`src/rtl/kmp_pkg.sv`:
```
// ============================================================================
// kmp_pkg
// Shared types and constants for the streaming KMP matcher.
// ============================================================================
package kmp_pkg;

    localparam int ACTION_W = 2;
    localparam int BYTE_W   = 8;
    localparam int START_W  = 10;

    localparam logic [ACTION_W-1:0] ACT_CLEAR  = 2'd0;
    localparam logic [ACTION_W-1:0] ACT_APPEND = 2'd1;
    localparam logic [ACTION_W-1:0] ACT_TEXT   = 2'd2;
    localparam logic [ACTION_W-1:0] ACT_EOL    = 2'd3;

    typedef struct packed {
        logic accept;
        logic step;
        logic extend;
        logic finish;
    } t_cmd;

    typedef struct packed {
        logic walk;
        logic byte_eq;
        logic k_zero;
    } t_status;

endpackage

```
`src/rtl/kmp_stream_matcher.sv`:
```
// ============================================================================
// kmp_stream_matcher
// Streaming Knuth-Morris-Pratt matcher with online failure-table build.
// ============================================================================
// Each input word is processed alone and yields exactly one result word.
// Clear, end-of-line, the first byte of a pattern, a dropped (overflowing)
// append and a text byte with an empty pattern skip the walk and go from
// accept straight to the result state. Any other pattern append or text
// byte walks the failure chain one link per cycle against the pattern and
// failure RAMs, with one step per fallback on that byte (fewer fallbacks
// than the pattern length; about one on average over a stream).
// The output register lets the next word be accepted while a result is
// still waiting to be taken.
module kmp_stream_matcher #(
    parameter int PATTERN_MAX = 32,
    parameter int LINE_MAX    = 1024
) (
    input  logic                            i_clk,
    input  logic                            i_rst_n,
    input  logic                            i_valid,
    output logic                            o_ready,
    input  logic [kmp_pkg::ACTION_W-1:0]    i_action,
    input  logic [kmp_pkg::BYTE_W-1:0]      i_data_byte,
    output logic                            o_valid,
    input  logic                            i_ready,
    output logic                            o_match_here,
    output logic [kmp_pkg::START_W-1:0]     o_match_start,
    output logic                            o_line_found,
    output logic                            o_pattern_overflow
);
    import kmp_pkg::*;

    t_cmd    cmd;
    t_status status;

    kmp_ctrl u_ctrl (
        .i_clk    (i_clk),
        .i_rst_n  (i_rst_n),
        .i_valid  (i_valid),
        .o_ready  (o_ready),
        .o_valid  (o_valid),
        .i_ready  (i_ready),
        .i_status (status),
        .o_cmd    (cmd)
    );

    kmp_dp #(
        .PATTERN_MAX (PATTERN_MAX),
        .LINE_MAX    (LINE_MAX)
    ) u_dp (
        .i_clk              (i_clk),
        .i_rst_n            (i_rst_n),
        .i_action           (i_action),
        .i_data_byte        (i_data_byte),
        .i_cmd              (cmd),
        .o_status           (status),
        .o_match_here       (o_match_here),
        .o_match_start      (o_match_start),
        .o_line_found       (o_line_found),
        .o_pattern_overflow (o_pattern_overflow)
    );

endmodule

```
`src/rtl/kmp_ram.sv`:
```
// ============================================================================
// kmp_ram
// Generic single-write, single-read RAM with registered read data.
// ============================================================================
module kmp_ram #(
    parameter int WIDTH = 8,
    parameter int DEPTH = 32,
    localparam int AW   = (DEPTH > 1) ? $clog2(DEPTH) : 1
) (
    input  logic             i_clk,
    input  logic             i_we,
    input  logic [AW-1:0]    i_waddr,
    input  logic [WIDTH-1:0] i_wdata,
    input  logic [AW-1:0]    i_raddr,
    output logic [WIDTH-1:0] o_rdata
);

    logic [WIDTH-1:0] r_mem [DEPTH];

    always_ff @(posedge i_clk) begin
        if (i_we) begin
            r_mem[i_waddr] <= i_wdata;
        end
        o_rdata <= r_mem[i_raddr];
    end

endmodule

```
`src/rtl/kmp_ctrl.sv`:
```
// ============================================================================
// kmp_ctrl
// Sequencer: accepts a word, runs the failure-chain walk, posts the result.
// ============================================================================
module kmp_ctrl (
    input  logic              i_clk,
    input  logic              i_rst_n,
    input  logic              i_valid,
    output logic              o_ready,
    output logic              o_valid,
    input  logic              i_ready,
    input  kmp_pkg::t_status  i_status,
    output kmp_pkg::t_cmd     o_cmd
);
    import kmp_pkg::*;

    localparam logic [1:0] S_IDLE = 2'd0;
    localparam logic [1:0] S_CMP  = 2'd1;
    localparam logic [1:0] S_FIN  = 2'd2;

    logic [1:0] r_state;
    logic [1:0] n_state;
    logic       r_out_valid;
    logic       out_free;

    assign out_free = !r_out_valid || i_ready;
    assign o_ready  = (r_state == S_IDLE);
    assign o_valid  = r_out_valid;

    always_comb begin
        o_cmd.accept = (r_state == S_IDLE) && i_valid;
        o_cmd.step   = (r_state == S_CMP) && !i_status.byte_eq && !i_status.k_zero;
        o_cmd.extend = (r_state == S_CMP) && (i_status.byte_eq || i_status.k_zero);
        o_cmd.finish = (r_state == S_FIN) && out_free;
    end

    always_comb begin
        n_state = r_state;
        unique case (r_state)
            S_IDLE: begin
                if (i_valid) begin
                    n_state = i_status.walk ? S_CMP : S_FIN;
                end
            end
            S_CMP: begin
                if (o_cmd.extend) begin
                    n_state = S_FIN;
                end
            end
            S_FIN: begin
                if (out_free) begin
                    n_state = S_IDLE;
                end
            end
            default: n_state = S_IDLE;
        endcase
    end

    always_ff @(posedge i_clk) begin
        if (!i_rst_n) begin
            r_state     <= S_IDLE;
            r_out_valid <= 1'b0;
        end else begin
            r_state <= n_state;
            if (o_cmd.finish) begin
                r_out_valid <= 1'b1;
            end else if (i_ready) begin
                r_out_valid <= 1'b0;
            end
        end
    end

`ifndef NO_ASSERTIONS
    a_finish_slot_free: assert property (@(posedge i_clk) disable iff (!i_rst_n)
        o_cmd.finish |-> (!r_out_valid || i_ready))
        else $error("result posted over an untaken word");

    a_walk_enters_cmp: assert property (@(posedge i_clk) disable iff (!i_rst_n)
        (o_cmd.accept && i_status.walk) |=> (r_state == S_CMP))
        else $error("walk item did not start the chain walk");

    a_finish_sets_valid: assert property (@(posedge i_clk) disable iff (!i_rst_n)
        o_cmd.finish |=> (o_valid && r_state == S_IDLE))
        else $error("finished item not presented");
`endif

endmodule

```
`src/rtl/kmp_dp.sv`:
```
// ============================================================================
// kmp_dp
// Datapath: pattern and failure RAMs, match state, line tracking, result.
// ============================================================================
module kmp_dp #(
    parameter int PATTERN_MAX = 32,
    parameter int LINE_MAX    = 1024
) (
    input  logic                            i_clk,
    input  logic                            i_rst_n,
    input  logic [kmp_pkg::ACTION_W-1:0]    i_action,
    input  logic [kmp_pkg::BYTE_W-1:0]      i_data_byte,
    input  kmp_pkg::t_cmd                   i_cmd,
    output kmp_pkg::t_status                o_status,
    output logic                            o_match_here,
    output logic [kmp_pkg::START_W-1:0]     o_match_start,
    output logic                            o_line_found,
    output logic                            o_pattern_overflow
);
    import kmp_pkg::*;

    localparam int IW  = (PATTERN_MAX > 1) ? $clog2(PATTERN_MAX) : 1;
    localparam int PLW = $clog2(PATTERN_MAX + 1);
    localparam int LPW = $clog2(LINE_MAX);
    localparam int DW  = (LPW > PLW) ? LPW : PLW;
    localparam int MW  = (DW > START_W) ? DW : START_W;
    localparam logic [PLW-1:0] PLEN_FULL = PLW'(PATTERN_MAX);
    localparam logic [LPW-1:0] POS_TOP   = LPW'(LINE_MAX - 1);

    logic [ACTION_W-1:0] r_action;
    logic [BYTE_W-1:0]   r_byte;
    logic [PLW-1:0]      r_k;
    logic [PLW-1:0]      n_k;
    logic [PLW-1:0]      r_plen;
    logic [IW-1:0]       r_bpl;
    logic [IW-1:0]       r_last_fail;
    logic [PLW-1:0]      r_matched;
    logic [LPW-1:0]      r_pos;
    logic                r_line_hit;

    logic [BYTE_W-1:0]   pat_q;
    logic [IW-1:0]       fail_q;
    logic [PLW-1:0]      k_m1;
    logic [IW-1:0]       fail_raddr;
    logic                full;
    logic                wr_en;
    logic [IW-1:0]       new_fail;
    logic [PLW-1:0]      plen_m1;
    logic [MW-1:0]       pos_x;
    logic [MW-1:0]       pm1_x;
    logic [MW-1:0]       start_x;

    assign full     = (r_plen >= PLEN_FULL);
    assign wr_en    = i_cmd.finish && (r_action == ACT_APPEND) && !full;
    assign new_fail = (r_plen == '0) ? '0 : r_k[IW-1:0];
    assign plen_m1  = r_plen - PLW'(1);
    assign pos_x    = MW'(r_pos);
    assign pm1_x    = MW'(plen_m1);
    assign start_x  = (pos_x >= pm1_x) ? (pos_x - pm1_x) : '0;

    always_comb begin
        o_status.walk    = (r_plen != '0)
                        && (((i_action == ACT_APPEND) && !full) || (i_action == ACT_TEXT));
        o_status.byte_eq = (pat_q == r_byte);
        o_status.k_zero  = (r_k == '0);
    end

    // RAM read address follows the next k, so read data lines up with r_k
    always_comb begin
        n_k = r_k;
        if (i_cmd.accept) begin
            if (i_action == ACT_TEXT) begin
                n_k = (r_matched >= r_plen) ? '0 : r_matched;
            end else begin
                n_k = PLW'(r_bpl);
            end
        end else if (i_cmd.step) begin
            n_k = PLW'(fail_q);
        end else if (i_cmd.extend) begin
            n_k = o_status.byte_eq ? (r_k + PLW'(1)) : r_k;
        end
    end

    assign k_m1       = n_k - PLW'(1);
    assign fail_raddr = k_m1[IW-1:0];

    kmp_ram #(
        .WIDTH (BYTE_W),
        .DEPTH (PATTERN_MAX)
    ) u_pat_ram (
        .i_clk   (i_clk),
        .i_we    (wr_en),
        .i_waddr (r_plen[IW-1:0]),
        .i_wdata (r_byte),
        .i_raddr (n_k[IW-1:0]),
        .o_rdata (pat_q)
    );

    kmp_ram #(
        .WIDTH (IW),
        .DEPTH (PATTERN_MAX)
    ) u_fail_ram (
        .i_clk   (i_clk),
        .i_we    (wr_en),
        .i_waddr (r_plen[IW-1:0]),
        .i_wdata (new_fail),
        .i_raddr (fail_raddr),
        .o_rdata (fail_q)
    );

    always_ff @(posedge i_clk) begin
        r_k <= n_k;
        if (i_cmd.accept) begin
            r_action <= i_action;
            r_byte   <= i_data_byte;
        end
        if (i_cmd.finish) begin
            o_match_here       <= 1'b0;
            o_match_start      <= '0;
            o_line_found       <= 1'b0;
            o_pattern_overflow <= 1'b0;
            unique case (r_action)
                ACT_CLEAR: ;
                ACT_APPEND: o_pattern_overflow <= full;
                ACT_TEXT: begin
                    if (r_plen != '0 && r_k == r_plen) begin
                        o_match_here  <= 1'b1;
                        o_match_start <= start_x[START_W-1:0];
                    end
                end
                ACT_EOL: o_line_found <= r_line_hit;
                default: ;
            endcase
        end
    end

    always_ff @(posedge i_clk) begin
        if (!i_rst_n) begin
            r_plen      <= '0;
            r_bpl       <= '0;
            r_last_fail <= '0;
            r_matched   <= '0;
            r_pos       <= '0;
            r_line_hit  <= 1'b0;
        end else if (i_cmd.finish) begin
            unique case (r_action)
                ACT_CLEAR: begin
                    r_plen    <= '0;
                    r_bpl     <= '0;
                    r_matched <= '0;
                end
                ACT_APPEND: begin
                    if (!full) begin
                        r_bpl       <= new_fail;
                        r_last_fail <= new_fail;
                        r_plen      <= r_plen + PLW'(1);
                    end
                end
                ACT_TEXT: begin
                    if (r_plen != '0) begin
                        if (r_k == r_plen) begin
                            r_line_hit <= 1'b1;
                            r_matched  <= PLW'(r_last_fail);
                        end else begin
                            r_matched <= r_k;
                        end
                    end
                    if (r_pos < POS_TOP) begin
                        r_pos <= r_pos + LPW'(1);
                    end
                end
                ACT_EOL: begin
                    r_matched  <= '0;
                    r_pos      <= '0;
                    r_line_hit <= 1'b0;
                end
                default: ;
            endcase
        end
    end

`ifndef NO_ASSERTIONS
    a_matched_below_len: assert property (@(posedge i_clk) disable iff (!i_rst_n)
        (r_matched < r_plen) || (r_matched == '0))
        else $error("matched length reached pattern length");

    a_bpl_below_len: assert property (@(posedge i_clk) disable iff (!i_rst_n)
        (PLW'(r_bpl) < r_plen) || (r_bpl == '0))
        else $error("build prefix not below pattern length");

    a_walk_k_bound: assert property (@(posedge i_clk) disable iff (!i_rst_n)
        i_cmd.extend |=> (r_k <= r_plen))
        else $error("walk result exceeds pattern length");
`endif

endmodule
```
`config.mk`:
```
export PLATFORM = sky130hd
export DESIGN_NAME = kmp_stream_matcher
export DESIGN_NICKNAME = d
export VERILOG_FILES = /design/src/rtl/kmp_pkg.sv /design/src/rtl/kmp_stream_matcher.sv /design/src/rtl/kmp_ram.sv /design/src/rtl/kmp_ctrl.sv /design/src/rtl/kmp_dp.sv
export SDC_FILE = /design/constraint.sdc
export NUM_CORES = 1
export LEC_CHECK = 0
export ABC_AREA = 1
export BUFFER_PORTS_ARGS = -buffer_cell sky130_fd_sc_hd__buf_4
export CAP_MARGIN = 20
export CORE_UTILIZATION = 42
export CTS_CLUSTER_DIAMETER = 150
export DETAILED_ROUTE_END_ITERATION = 6
export PLACE_DENSITY = 0.62
export SLEW_MARGIN = 20
export SYNTH_ARGS = -nofsm -noshare
export SYNTH_HDL_FRONTEND = slang
export SYNTH_SLANG_ARGS = --single-unit
```
`constraint.sdc`:
```
create_clock -name i_clk -period 3.4 [get_ports i_clk]
set_input_delay 0.68 -clock i_clk [delete_from_list [all_inputs] [get_ports i_clk]]
set_output_delay 0.68 -clock i_clk [all_outputs]
set_load 0.05 [all_outputs]
```
Word-level counts from Yosys, hierarchy flattened. Memory sizes are Yosys's and may differ from the RTL's. A register that Yosys moved wholly into a read port is not among the register bits. Cells that the tools add are included.

Bits in registers: 65. RAM bits: 416. Logic and storage cells: 107. Memories: 2.

Add/sub/neg operators: 6. Order comparisons: 4. Eq/ne operators: 16. Mux-type cells: 29. Bitwise gates (word level): 1. Reductions and logical operators: 34.

Memory list: u_dp.u_pat_ram.r_mem (depth 32, width 8, rd ports 1, clocked after memory_dff 1, write ports 1, RTL line kmp_ram.sv:18) `logic [WIDTH-1:0] r_mem [DEPTH];`; u_dp.u_fail_ram.r_mem (depth 32, width 5, rd ports 1, clocked after memory_dff 1, write ports 1, RTL line kmp_ram.sv:18).

Operator list (count): two-way mux 6 bit (9); one-hot mux 6 bit (2 select lines) (2); one-hot mux 10 bit (2 select lines) (1); AND reduction 3 bit (6); adder 6 x 1 -> 6 bit, second input constant (2); zero test 6 bit (2); adder 10 x 1 -> 10 bit, second input constant (1); greater-or-equal comparator 10 x 6 -> 1 bit (1); logical AND 1 bit (10); < comparator 10 bit, second input constant (1); two-way mux 10 bit (1); two-way mux 5 bit (2); one-hot mux 5 bit (2 select lines) (1); subtractor 10 x 6 -> 10 bit (1); == test 2 bit, second input constant (4); == test 8 bit (1); two-way mux 2 bit (4); inequality test 2 x 1 -> 1 bit, second input constant (4); nonzero test 2 bit (4); two-way mux 1 bit (7); == test 2 x 1 -> 1 bit, second input constant (3); == test 6 bit (1); greater-or-equal comparator 6 bit (1); greater-or-equal comparator 6 bit, second input constant (1); other kinds (12) (20).

Depth between registers and ports, before layout.
Word-level depth: 8. Mapped depth: 24.

By module. A second synthesis with hierarchy kept.

Cells, all modules: 2052. Area total of the unflattened synthesis: 21516.9 um^2.

By module, submodules not included: kmp_ram (u_dp.u_pat_ram) (instances 1, cells an instance 922, area each 10786.6 um^2, sequential area each 7847.5 um^2); kmp_ram (u_dp.u_fail_ram) (instances 1, cells an instance 595, area each 6796.5 um^2, sequential area each 4904.7 um^2); kmp_dp (instances 1, cells an instance 508, area each 3772.4 um^2, sequential area each 1481.4 um^2); kmp_ctrl (instances 1, cells an instance 27, area each 161.4 um^2, sequential area each 60.1 um^2).

Worst setup path after synthesis. Ideal clock, no wire load.

Path kind: register -> register. Start point: reg u_ctrl.r_state[1]. End point: reg u_dp.u_fail_ram.o_rdata[0], read port of u_dp.u_fail_ram.r_mem. Library setup time: 58 ps. Data arrival time: 3159 ps. Slack: 183 ps. Cell stages (with the launch flop): 22. Clock period less this slack: 3217 ps. Cells stage by stage: dfxtp_1 nor2_2 inv_2 nor2_4 inv_2 a21oi_1 o21ai_0 nand2_1 inv_1 nand2_1 buf_2 buf_2 ha_1 clkbuf_1 inv_1 clkbuf_1 nand3_1 nand3_1 nand3_1 nand2_1 nand2_1 nand2_1.

RTL lines: start: declaration (RTL line kmp_ctrl.sv:21) `logic [1:0] r_state;`; start signal: assignment (RTL line kmp_ctrl.sv:64) `r_state <= n_state;`; end: declaration (RTL line kmp_ram.sv:15) `output logic [WIDTH-1:0] o_rdata`.

Final worst setup path.
Start point: reg u_dp.r_k[1]. End point: reg u_dp.u_pat_ram.o_rdata[3], read port of u_dp.u_pat_ram.r_mem.

Cells in the longest elaborated chain, start to end: 6.

Ends and longest elaborated chain: start: declaration (RTL line kmp_dp.sv:32) `logic [PLW-1:0] r_k;`; start signal: assignment (RTL line kmp_dp.sv:112) `r_k <= n_k;`; parallel branches: the longest is 4 deep, another holds adder 6 x 1 -> 6 bit; two-way mux 6 bit (*) (RTL line kmp_dp.sv:77) `end else if (i_cmd.step) begin`; two-way mux 6 bit (*) (RTL line kmp_dp.sv:71) `if (i_cmd.accept) begin`; end: declaration (RTL line kmp_ram.sv:15).

Every way passes the cells marked *. A chain may end at the register's enable or synchronous reset.

==> metrics.yaml <==
tns_ns: 0
clk_latency_ns: 0.61
die_h_um: 235
cts.reportedPaths.clkPinSlew_ns: 0.06
initial_core_util: 0.429
power.total_mw: 17.5
port_buffers: 28
grt_util_all_layers: 0.213
timing.slew.headroom: 0.320
ir_worst_vdd_uv: 561
final.period_utilization: 0.953
layout_min_cycle_time_ns: 3.24
syn_to_final_growth_pct: 14.2
die-width_um: 235
grt_pass1_vias: 15515
holdWs_ns: 0.243
synth_seq_cells: 494
rows: 84
first_pass_iters: 5
final_antenna_net_count: 0
seq_area_frac_synth: 0.628
clock.fmax_mhz: 309
coreArea_sq_um: 53100
clock_sinks: 494
antennaDiodeCount: 0
grt_pass1_wl_um: 90900
ys_warn_count: 0
num_io_pins: 29
crit_fanout: 81
slew_violations: 0
dieArea_sq_um: 55100
synth_nets: 2246
leakage_nw: 10.7
design_area_sq_um: 26000
grt_setup_unrepaired: "no"
routed_wl_um: 59200
root_buffer: "clkbuf_16"
fillers: 4749
fin_skew_ns: 0.0265
htreeDepth: 2
via_per_inst: 5.33
cts_hold_buf: 0
overflow: 0
clock_path_buffers: 3
end_kind: "register"
place_ws_ns: 0.137
synth.distinct_cells: 43
report.final.setup_viol: 0
drt_iter0_drc: 1609
grt_max_degree: 119
globalplace.congestion: 0.902
crit_path_start_kind: "register"
antenna_found_initial: 0
cts_buffers: 53
layout_commonest_cell: "edfxtp_1"
nets: 2309
wl_per_cell_um: 19.7
setup_ws_ns: 0.160
min_path_type: "primary input to register"
power_density_nw_per_um2: 672
arrival_ns: 3.73
cts_tree: "built"
cp.required_ns: 3.89
synth_area_sq_um: 22800
multi_input_area_sq_um: 6660
seq_area_sq_um: 14300
remaining_drc_errors: 0
max_cap_violations: 0
dp_hpwl_um: 36400
crit_type: "register to register"
dpl_cell_area_sq_um: 24100
synthCells: 2206
via_count: 15989
max_slew.worst_pin.slew_ns: 1.01
hold_viol: 0
drive_above_1_share: 0.108
status: "complete, no violations"
avgSynthCellArea_sq_um: 10.3
final_cell_mix: "edfxtp_1 (440), nand3_1 (421), nand2_1 (410), inv_1 (312), nand3b_1 (171)"
per-stage QoR:
| stage | util | instances |
|---|---|---|
| after floorplan | - | 2206 |
| after global placement | 0.454 | 2901 |
| after detailed placement | 0.454 | 2901 |
| after CTS | 0.489 | 3001 |
| after global routing | 0.490 | 3002 |
| final | 0.490 | 3002 |
what timing repair did:
action	CTS	global route
gates resized for setup	0	4
setup endpoints to repair	0	4
setup buffers	0	0
cell usage after synthesis, drive strengths merged:
master,number,share of area
xnor2,4,0.0015
nor2,104,0.018
o21a,4,0.0013
nor4,3,0.00082
nor3,3,0.00066
clkinv,3,0.00049
or2,1,0.00027
o21ai,17,0.0037
fa,1,0.00088
nand3,422,0.093
ha,25,0.014
a21oi,44,0.010
a31oi,1,0.00027
o211ai,6,0.0020
a211oi,6,0.0020
dfxtp,54,0.047
xor2,9,0.0038
nand4,6,0.0016
nand3b,181,0.061
a21o,2,0.00066
edfxtp,440,0.58
buf,87,0.023
nand2,422,0.071
inv,326,0.054
a21boi,3,0.0012
nor3b,5,0.0016
clkbuf,26,0.0043
o311ai,1,0.00038
worst max-delay path: stages (launching register included):
cell and delay (ns):
dfxtp_1 0.51, inv_1 0.19, ha_1 0.22, nand4_1 0.14, nand2_1 0.08, inv_2 0.08, nand2_4 0.09, nand2_2 0.08
nand2_1 0.12, nand2_8 0.13, buf_16 0.32, buf_4 0.37, nand3b_1 0.12, nand3_1 0.11, nand3_1 0.13, nand3_1 0.12
nand2_1 0.07, nand2_1 0.09, nand2_1 0.07
layout make-up:
type	instances	area share
clock buffers	74	0.0579
repair buffers	121	0.0422
flip-flops and latches	494	0.550
inverters	329	0.0475
clock inverters	26	0.0138
multi-input cells	1270	0.256
well taps	688	0.0331
final timing paths:
kind / startpoint / endpoint / slack [ns] / depth (start not counted)
max: u_dp.r_k[1]$_DFF_P_ / u_dp.u_pat_ram.o_rdata[3]$_DFF_P_ / 0.16 / 18
min: i_data_byte[5] / u_dp.r_byte[5]$_DFFE_PP_ / 0.24 / 1
max reg2reg: u_dp.r_k[1]$_DFF_P_ / u_dp.u_pat_ram.o_rdata[3]$_DFF_P_ / 0.16 / 18
min reg2reg: u_dp.r_line_hit$_SDFFE_PN0P_ / u_dp.r_line_hit$_SDFFE_PN0P_ / 0.49 / 2
logic make-up (layout without fill, tap and decap cells):
group / Yosys count / after routing / synth area share
adders and majority gates: 26 / 26 / 0.0146
DFF: 494 / 494 / 0.628
and+or+nand+nor: 1147 / 1147 / 0.249
AOI/OAI and AO/OA: 84 / 84 / 0.0215
buffers and inverters: 442 / 550 / 0.0818
xor gates and xnor gates: 13 / 13 / 0.00533
layer usage:
metal / up-vias / wire length (um) / GRT usage / part of all wire
met5: - / 0 / 0 / 0
met4: 0 / 1610 / 0.0690 / 0.027
met3: 106 / 4020 / 0.0369 / 0.068
met2: 533 / 27800 / 0.345 / 0.47
met1: 7775 / 25700 / 0.292 / 0.43
li1: 7575 / - / - / -
registers in the layout, summed over array words and instances (netlist names), 2 cells and up:
| register | cells |
|---|---|
| u_dp.u_pat_ram.r_mem | 256 |
| u_dp.u_fail_ram.r_mem | 160 |
| u_dp.o_match_start | 10 |
| u_dp.pos_x | 10 |
| u_dp.r_byte | 8 |
| u_dp.u_pat_ram.o_rdata | 8 |
| u_dp.r_k | 6 |
| u_dp.r_matched | 6 |
| u_dp.r_plen | 6 |
| u_dp.r_bpl | 5 |
| u_dp.r_last_fail | 5 |
| u_dp.u_fail_ram.o_rdata | 5 |
| u_ctrl.r_state | 2 |
| u_dp.r_action | 2 |
report_power, final:
part	total, mW	internal (mW)	switching (mW)
registers	6.97	6.82	0.151
logic	4.39	1.36	3.03
clock network	6.12	3.71	2.41
total	17.5	11.9	5.59
Note: power is estimated with default switching activity, not from simulation.
